--- config.mk ---
export PLATFORM = sky130hd
export DESIGN_NAME = windowed_peak_accel_magnitude_top
export DESIGN_NICKNAME = d
export VERILOG_FILES = /design/src/rtl/core/wpam_pkg.sv /design/src/rtl/core/wpam_sumsq.sv /design/src/rtl/core/wpam_isqrt.sv /design/src/rtl/core/windowed_peak_accel_magnitude_top.sv
export SDC_FILE = /design/constraint.sdc
export NUM_CORES = 1
export LEC_CHECK = 0
export BUFFER_PORTS_ARGS = -buffer_cell sky130_fd_sc_hd__clkbuf_2
export CELL_PAD_IN_SITES_DETAIL_PLACEMENT = 1
export CELL_PAD_IN_SITES_GLOBAL_PLACEMENT = 1
export CORE_MARGIN = 3
export CORE_UTILIZATION = 45
export DETAILED_ROUTE_END_ITERATION = 7
export PLACE_DENSITY = 0.87
export SYNTH_ARGS = -nofsm -noshare
export SYNTH_HDL_FRONTEND = slang
export SYNTH_SLANG_ARGS = --single-unit
--- constraint.sdc ---
create_clock -name clk_i -period 6.1 [get_ports clk_i]
set_input_delay 1.22 -clock clk_i [delete_from_list [all_inputs] [get_ports clk_i]]
set_output_delay 1.22 -clock clk_i [all_outputs]
set_load 0.01 [all_outputs]
--- src/rtl/core/wpam_pkg.sv ---
// Package for the windowed peak acceleration magnitude block.
// Holds beat structs, the controller state type and reset constants.
// No dependencies.
`default_nettype none

package wpam_pkg;

  localparam int unsigned AxisW  = 16;
  localparam int unsigned TimeW  = 32;
  localparam int unsigned SquareW = 32;
  localparam int unsigned MagW   = 16;
  localparam int unsigned CountW = 16;

  // Window limit after reset: 5 * 13 samples.
  localparam logic [CountW-1:0] WINDOW_LIMIT_RST = CountW'(5 * 13);

  typedef struct packed {
    logic signed [AxisW-1:0] accel_x;
    logic signed [AxisW-1:0] accel_y;
    logic signed [AxisW-1:0] accel_z;
    logic [TimeW-1:0]        batch_time;
    logic                    batch_last;
  } accel_in_t;

  typedef struct packed {
    logic [MagW-1:0]  peak_magnitude;
    logic [TimeW-1:0] peak_time;
  } peak_out_t;

  typedef enum logic [1:0] {
    ST_IDLE,
    ST_SQ,
    ST_ROOT,
    ST_OUT
  } wpam_state_e;

endpackage

`default_nettype wire

--- src/rtl/core/wpam_sumsq.sv ---
// Bit-serial sum of squares x^2 + y^2 + z^2, one multiplier bit per cycle.
// Depends on wpam_pkg.
`default_nettype none

module wpam_sumsq (
  input  logic                                clk_i,
  input  logic                                rst_ni,
  input  logic                                start_i,
  input  logic signed [wpam_pkg::AxisW-1:0]   x_i,
  input  logic signed [wpam_pkg::AxisW-1:0]   y_i,
  input  logic signed [wpam_pkg::AxisW-1:0]   z_i,
  output logic                                done_o,
  output logic [wpam_pkg::SquareW-1:0]        sum_o
);
  import wpam_pkg::*;

  logic [AxisW-1:0]   mx_q, my_q, mz_q;   // multiplicands
  logic [AxisW-1:0]   sx_q, sy_q, sz_q;   // multipliers, shifted out MSB first
  logic [SquareW-1:0] acc_q, acc_d;
  logic [3:0]         cnt_q;
  logic               busy_q, done_q;
  logic [AxisW+1:0]   addend;
  logic [AxisW-1:0]   ax, ay, az;

  // Magnitude of a signed axis; -32768 maps to 32768, which fits unsigned.
  assign ax = x_i[AxisW-1] ? AxisW'(~x_i + 1'b1) : AxisW'(x_i);
  assign ay = y_i[AxisW-1] ? AxisW'(~y_i + 1'b1) : AxisW'(y_i);
  assign az = z_i[AxisW-1] ? AxisW'(~z_i + 1'b1) : AxisW'(z_i);

  assign addend = (sx_q[AxisW-1] ? (AxisW+2)'(mx_q) : '0)
                + (sy_q[AxisW-1] ? (AxisW+2)'(my_q) : '0)
                + (sz_q[AxisW-1] ? (AxisW+2)'(mz_q) : '0);
  assign acc_d  = {acc_q[SquareW-2:0], 1'b0} + SquareW'(addend);

  always_ff @(posedge clk_i or negedge rst_ni) begin
    if (!rst_ni) begin
      busy_q <= 1'b0;
      done_q <= 1'b0;
      cnt_q  <= '0;
    end else begin
      done_q <= busy_q && (cnt_q == 4'hF);
      if (start_i) begin
        busy_q <= 1'b1;
        cnt_q  <= '0;
      end else if (busy_q) begin
        cnt_q <= cnt_q + 4'd1;
        if (cnt_q == 4'hF) begin
          busy_q <= 1'b0;
        end
      end
    end
  end

  always_ff @(posedge clk_i) begin
    if (start_i) begin
      mx_q  <= ax;
      my_q  <= ay;
      mz_q  <= az;
      sx_q  <= ax;
      sy_q  <= ay;
      sz_q  <= az;
      acc_q <= '0;
    end else if (busy_q) begin
      sx_q  <= {sx_q[AxisW-2:0], 1'b0};
      sy_q  <= {sy_q[AxisW-2:0], 1'b0};
      sz_q  <= {sz_q[AxisW-2:0], 1'b0};
      acc_q <= acc_d;
    end
  end

  assign done_o = done_q;
  assign sum_o  = acc_q;

endmodule

`default_nettype wire

--- src/rtl/core/wpam_isqrt.sv ---
// Digit-by-digit floor square root, two radicand bits per cycle.
// Depends on wpam_pkg.
`default_nettype none

module wpam_isqrt (
  input  logic                          clk_i,
  input  logic                          rst_ni,
  input  logic                          start_i,
  input  logic [wpam_pkg::SquareW-1:0]  op_i,
  output logic                          done_o,
  output logic [wpam_pkg::MagW-1:0]     root_o
);
  import wpam_pkg::*;

  localparam int unsigned RemW = MagW + 3;

  logic [SquareW-1:0] op_q;
  logic [RemW-1:0]    rem_q, rem_sh, trial;
  logic [MagW-1:0]    root_q;
  logic [3:0]         cnt_q;
  logic               busy_q, done_q;
  logic               fits;

  // Remainder stays below 2^17, so the top bits drop cleanly on the shift.
  assign rem_sh = {rem_q[RemW-3:0], op_q[SquareW-1 -: 2]};
  assign trial  = {1'b0, root_q, 2'b01};
  assign fits   = rem_sh >= trial;

  always_ff @(posedge clk_i or negedge rst_ni) begin
    if (!rst_ni) begin
      busy_q <= 1'b0;
      done_q <= 1'b0;
      cnt_q  <= '0;
    end else begin
      done_q <= busy_q && (cnt_q == 4'hF);
      if (start_i) begin
        busy_q <= 1'b1;
        cnt_q  <= '0;
      end else if (busy_q) begin
        cnt_q <= cnt_q + 4'd1;
        if (cnt_q == 4'hF) begin
          busy_q <= 1'b0;
        end
      end
    end
  end

  always_ff @(posedge clk_i) begin
    if (start_i) begin
      op_q   <= op_i;
      rem_q  <= '0;
      root_q <= '0;
    end else if (busy_q) begin
      op_q   <= {op_q[SquareW-3:0], 2'b00};
      rem_q  <= fits ? (rem_sh - trial) : rem_sh;
      root_q <= {root_q[MagW-2:0], fits};
    end
  end

  assign done_o = done_q;
  assign root_o = root_q;

endmodule

`default_nettype wire

--- src/rtl/core/windowed_peak_accel_magnitude_top.sv ---
// Windowed peak acceleration magnitude: top level with controller and state.
// Depends on wpam_pkg, wpam_sumsq and wpam_isqrt.
// An input beat reaches the window decision when the serial squarer is done;
// an emitted beat then passes through the serial root to the output, later
// while the previous result still waits for out_ready_i.
// A new input beat is taken only once the previous one is through the 16-step
// serial squarer; a beat that closes the window also waits for the serial root.
// Reset: count and peak clear, window limit returns to 65, no output pending.
`default_nettype none

module windowed_peak_accel_magnitude_top (
  input  logic                          clk_i,
  input  logic                          rst_ni,
  // sample channel
  input  logic                          in_valid_i,
  output logic                          in_ready_o,
  input  wpam_pkg::accel_in_t           in_data_i,
  // result channel
  output logic                          out_valid_o,
  input  logic                          out_ready_i,
  output wpam_pkg::peak_out_t           out_data_o,
  // window limit register
  input  logic                          cfg_we_i,
  input  logic [wpam_pkg::CountW-1:0]   cfg_wdata_i
);
  import wpam_pkg::*;

  wpam_state_e        state_q, state_d;

  logic [CountW-1:0]  limit_q;
  logic [CountW-1:0]  count_q, count_d;
  logic [SquareW-1:0] peak_q, peak_d;
  logic [TimeW-1:0]   time_q;       // timestamp of the beat in flight
  logic               last_q;       // batch_last of the beat in flight

  logic               out_valid_q;
  peak_out_t          out_q;

  logic               in_beat;
  logic               sq_done, root_done, root_start;
  logic [SquareW-1:0] sq_sum, peak_new;
  logic [MagW-1:0]    root;
  logic               emit;
  logic               out_load;

  assign in_ready_o = (state_q == ST_IDLE);
  assign in_beat    = in_valid_i && in_ready_o;

  // Serial squarer: starts on the accepted beat.
  wpam_sumsq u_sumsq (
    .clk_i   (clk_i),
    .rst_ni  (rst_ni),
    .start_i (in_beat),
    .x_i     (in_data_i.accel_x),
    .y_i     (in_data_i.accel_y),
    .z_i     (in_data_i.accel_z),
    .done_o  (sq_done),
    .sum_o   (sq_sum)
  );

  // Running max including this beat's square.
  assign peak_new = (sq_sum > peak_q) ? sq_sum : peak_q;
  // Count was already bumped at accept time, so compare it as is.
  assign emit     = last_q && (count_q > limit_q);

  // Serial root of the closing peak; the value is latched inside the unit,
  // so the peak register may clear on the same edge.
  wpam_isqrt u_isqrt (
    .clk_i   (clk_i),
    .rst_ni  (rst_ni),
    .start_i (root_start),
    .op_i    (peak_new),
    .done_o  (root_done),
    .root_o  (root)
  );

  // Controller
  always_comb begin
    state_d    = state_q;
    count_d    = count_q;
    peak_d     = peak_q;
    root_start = 1'b0;
    out_load   = 1'b0;
    unique case (state_q)
      ST_IDLE: begin
        if (in_beat) begin
          // saturating sample counter
          if (count_q != '1) begin
            count_d = count_q + CountW'(1);
          end
          state_d = ST_SQ;
        end
      end
      ST_SQ: begin
        if (sq_done) begin
          if (emit) begin
            root_start = 1'b1;
            count_d    = '0;
            peak_d     = '0;
            state_d    = ST_ROOT;
          end else begin
            peak_d  = peak_new;
            state_d = ST_IDLE;
          end
        end
      end
      ST_ROOT: begin
        if (root_done) begin
          state_d = ST_OUT;
        end
      end
      ST_OUT: begin
        // wait for the output register to free up
        if (!out_valid_q || out_ready_i) begin
          out_load = 1'b1;
          state_d  = ST_IDLE;
        end
      end
      default: begin
        state_d = ST_IDLE;
      end
    endcase
  end

  always_ff @(posedge clk_i or negedge rst_ni) begin
    if (!rst_ni) begin
      state_q     <= ST_IDLE;
      limit_q     <= WINDOW_LIMIT_RST;
      count_q     <= '0;
      peak_q      <= '0;
      out_valid_q <= 1'b0;
    end else begin
      state_q <= state_d;
      count_q <= count_d;
      peak_q  <= peak_d;
      if (cfg_we_i) begin
        limit_q <= cfg_wdata_i;
      end
      if (out_load) begin
        out_valid_q <= 1'b1;
      end else if (out_ready_i) begin
        out_valid_q <= 1'b0;
      end
    end
  end

  // Payload registers
  always_ff @(posedge clk_i) begin
    if (in_beat) begin
      time_q <= in_data_i.batch_time;
      last_q <= in_data_i.batch_last;
    end
    if (out_load) begin
      out_q.peak_magnitude <= root;
      out_q.peak_time      <= time_q;
    end
  end

  assign out_valid_o = out_valid_q;
  assign out_data_o  = out_q;

`ifndef SYNTHESIS
  a_sq_done_in_sq: assert property (@(posedge clk_i) disable iff (!rst_ni)
    sq_done |-> (state_q == ST_SQ))
    else $error("squarer finished outside the square state");

  a_root_done_in_root: assert property (@(posedge clk_i) disable iff (!rst_ni)
    root_done |-> (state_q == ST_ROOT))
    else $error("root unit finished outside the root state");

  a_clear_on_emit: assert property (@(posedge clk_i) disable iff (!rst_ni)
    (state_q == ST_SQ && sq_done && emit) |=> (count_q == '0 && peak_q == '0))
    else $error("window state not cleared after emission");

  a_peak_monotonic: assert property (@(posedge clk_i) disable iff (!rst_ni)
    (state_q == ST_SQ && sq_done && !emit) |=>
      (peak_q >= $past(sq_sum) && peak_q >= $past(peak_q)))
    else $error("peak lost a larger square");

  a_no_overwrite: assert property (@(posedge clk_i) disable iff (!rst_ni)
    (out_valid_q && !out_ready_i) |-> !out_load)
    else $error("pending result overwritten");
`endif

endmodule

`default_nettype wire
==> run_results.csv <==
group,metric,value,unit
critical_path,cp_max_fo,8,
synth,syn_area,0.0187,mm2
outcome,outcome,"completed",
synth,synth-seq-area-share,0.511,
cells_and_area,area.growth.synth_to_final,14.3,%
job,drv_cap,0,
clock_tree,cts_setup_buffers,0,
synth,synth_cells,1787,
timing,hold_viol_final,0,
timing,setup_tns,0,ns
worst_hold_path,min_to,"out_data_o[21]$_DFFE_PP_",
synth,yosysTopAreaCellShare,0.336,
floorplan,core.rowCount,74,
global_route,grt_max_degree,80,
clock_tree,cts_sinks,353,
pwr,leakagePower,9.10,nW
route,drt-initial-drc-count,699,
pwr,clockPowerShare,0.196,
clock_tree,cts-resized-gates,0,
synth,syn_area_per_cell,10.5,um2
critical_path,reg2reg_slack,0.57,ns
route,wl_per_cell,19.2,um
synth,ys_async_sr_fraction,0.224,
global_route,grt_use_total,0.214,
synth,synthTopCellsByArea,"edfxtp_1, dfrtp_1, dfxtp_1",
clock_tree,cts_hold_buffers,0,
critical_path,start_kind,"flop",
timing,fmax,181,MHz
synth,synth_edf_count,209,
timing,setup_viol,0,
clock_tree,clk_latency,0.56,ns
synth,ys_warn_count,0,
pwr,p_sw_frac,0.406,
timing,period_minus_slack,5.53,ns
synth,ys_types,78,
timing,tightest_slew,1.18,ns
timing,skew,0.0223,ns
worst_hold_path,hold_path_depth,0,
pwr,powerDensity,586,mW/mm2
route,drc_errors,0,
critical_path,cp.arrival,5.92,ns
worst_hold_path,hp-class,"reg -> reg",
worst_hold_path,worstHoldStart,"time_q[21]$_DFFE_PP_",
critical_path,reg2regPathDepth,19,
floorplan,ios,152,
synth,synthTopCellsByCount,"nand2_1, edfxtp_1, inv_1, nor2_1, ha_1",
floorplan,die_area,0.0440,mm2
timing,slew_viol_final,0,
clock_tree,numCtsBuffers,41,
cells_and_area,finalNetCount,2159,
cells_and_area,drive_gt1_frac,0.143,
clock_tree,cts_tree,"done",
clock_tree,h-tree-depth,2,
place,gp_congestion,0.839,
global_route,grt_first_pass_wirelength,76700,um
pwr,peakVddDrop,0.404,mV
synth,ys_ff_latch,353,
clock_tree,clockRootBuffer,"clkbuf_16",
critical_path,crit_type,"reg -> reg",
timing,finalCritPeriodShare,0.907,
cells_and_area,fin_util,0.522,
floorplan,dieWidth,210,um
clock_tree,clk_path_buf_depth,3,
critical_path,cp.required,6.49,ns
synth,synth_top_area_cell,"edfxtp_1",
critical_path,r2r_end,"u_sumsq.sum_o[21]$_SDFFE_PP0P_",
critical_path,crit_path_end_kind,"flop",
clock_tree,clk_pin_slew_worst_paths,0.06,ns
route,vias_per_cell,5.52,
floorplan,design.core.area,0.0409,mm2
route,dr.pass1.iters,5,
route,vias,13785,
global_route,antenna_found_initial,0,
pwr,combinationalPowerShare,0.487,
pwr,switchingPower,0.00508,W
cells_and_area,num_antenna_cells,0,
place,hpwl,33900,um
global_route,grt_overflow,0,
critical_path,r2r_start,"u_sumsq.sy_q[15]$_DFFE_PP_",
synth,syn-num-nets,2011,
route,detail-route-antenna-nets,0,
place,numPortBuffers,151,
synth,synth-main-ff-cell,"edfxtp_1",
pwr,internal-power,0.00744,W
pwr,p_seq_frac,0.317,
cells_and_area,fillCellCount,4517,
route,wirelength,47900,um
floorplan,die_h,210,um
synth,yosysMostFrequentCell,"nand2_1",
timing,max_slew_margin,0.210,
floorplan,start_util,0.457,
timing,rsz0062_at_grt,"no",
global_route,grt_pass1_vias,14818,
-- routing by layer --
layer | up-vias | share of wire | track usage | wire length [um]
met5 | - | 0 | 0 | 0
met4 | 0 | 0.031 | 0.0688 | 1500
met3 | 103 | 0.032 | 0.0375 | 1530
met2 | 241 | 0.54 | 0.402 | 25900
met1 | 6867 | 0.40 | 0.245 | 19000
li1 | 6574 | - | - | -
-- state kept, by name, summed over array words and instances, names as in the netlist, 16 cells and up, named ones only --
name,flops
count_q,16
limit_q,16
out_data_o,48
peak_q,32
time_q,32
u_isqrt.op_q,32
u_isqrt.rem_q,17
u_isqrt.root_o,16
u_sumsq.mx_q,16
u_sumsq.my_q,16
u_sumsq.mz_q,16
u_sumsq.sum_o,32
u_sumsq.sx_q,16
u_sumsq.sy_q,16
u_sumsq.sz_q,16
-- cell usage in the layout, fill, tap and decap left out, types with 11 or more instances in the layout --
| cell | netlist | routed |
|---|---|---|
| nand2_1 | 317 | 315 |
| edfxtp_1 | 209 | 209 |
| clkbuf_2 | 0 | 150 |
| inv_1 | 123 | 123 |
| nor2_1 | 110 | 109 |
| ha_1 | 104 | 104 |
| mux2i_1 | 103 | 103 |
| o21ai_0 | 101 | 101 |
| a21oi_1 | 77 | 77 |
| xnor2_1 | 77 | 77 |
| dfrtp_1 | 77 | 75 |
| dfxtp_1 | 65 | 65 |
| clkbuf_16 | 0 | 43 |
| a21o_1 | 28 | 28 |
| nand3_1 | 25 | 25 |
| xor2_1 | 25 | 25 |
| nor3_1 | 22 | 22 |
| buf_4 | 7 | 21 |
| fa_1 | 18 | 18 |
| nand4_1 | 17 | 17 |
| nor2b_1 | 16 | 15 |
| a211oi_1 | 14 | 14 |
| nor4_1 | 14 | 14 |
| o21ai_1 | 14 | 14 |
| or4_1 | 13 | 13 |
| o211ai_1 | 12 | 12 |
| and2_1 | 11 | 11 |
| o21a_1 | 11 | 11 |
| nand2b_1 | 11 | 11 |
-- area by class of cell --
class                   count  area (um2)  share of cell area
multi-input cells        1243        8400               0.393
flip-flops and latches    353        9560               0.447
repair buffers            172         928              0.0435
clock inverters            23         229              0.0107
inverters                 124         468              0.0219
well taps                 532         666              0.0312
clock buffers              52        1110              0.0520
-- kinds of logic after synthesis --
logic type	count (synthesis)	share of synthesized area
compound gates	314	0.107
xor+xnor	102	0.0478
fa+ha+maj	122	0.0889
buf+inv	191	0.0416
flops	353	0.511
mux	111	0.0606
simple gates	594	0.143
-- worst max-delay path, stage by stage, from the launching register on --
cell and delay, ns:
edfxtp_1 0.51, buf_4 0.21, and2_1 0.16, fa_1 0.43
ha_1 0.29, a21oi_1 0.20, a2bb2oi_1 0.39, a2111oi_0 0.23
or4_1 0.57, a31o_2 0.25, a21oi_1 0.17, xnor2_1 0.14
ha_1 0.31, a21oi_1 0.26, o21bai_1 0.11, a311oi_2 0.31
o31a_1 0.43, nor2b_1 0.12, xnor2_1 0.17, a21oi_1 0.09
-- metrics by stage --
step                      instances  setup slack, ns  area, um2  hold WS, ns  power [W]
after floorplan                1787             1.23      18700        0.400    0.00843
after global placement         2415            0.836      20000        0.400    0.00951
after detailed placement       2415            0.471      20000        0.407    0.00999
after CTS                      2490            0.416      21300        0.421     0.0126
after global routing           2499            0.200      21400        0.427     0.0135
final                          2499            0.565      21400        0.419     0.0125
-- power by group through the flow --
stage	sequential [W]	clock, W	combinational (W)
after floorplan	0.00373	0	0.00470
after global placement	0.00398	0	0.00553
after detailed placement	0.00404	0	0.00595
after CTS	0.00400	0.00251	0.00605
after global routing	0.00406	0.00261	0.00682
final	0.00398	0.00245	0.00610
-- how the worst max path moves through the flow --
stage,start,slack (ns),cells after the start,end
final,u_sumsq.sy_q[15]$_DFFE_PP_,0.57,19,u_sumsq.sum_o[21]$_SDFFE_PP0P_
after CTS,u_sumsq.sy_q[15]$_DFFE_PP_,0.42,19,u_sumsq.sum_o[21]$_SDFFE_PP0P_
after global routing,u_sumsq.sy_q[15]$_DFFE_PP_,0.20,19,u_sumsq.sum_o[21]$_SDFFE_PP0P_
after floorplan,u_sumsq.sy_q[15]$_DFFE_PP_,1.23,20,u_sumsq.sum_o[31]$_SDFFE_PP0P_
after detailed placement,u_sumsq.sy_q[15]$_DFFE_PP_,0.47,19,u_sumsq.sum_o[21]$_SDFFE_PP0P_
after global placement,u_sumsq.sy_q[15]$_DFFE_PP_,0.84,19,u_sumsq.sum_o[23]$_SDFFE_PP0P_
(Power assumes the default switching activity.)
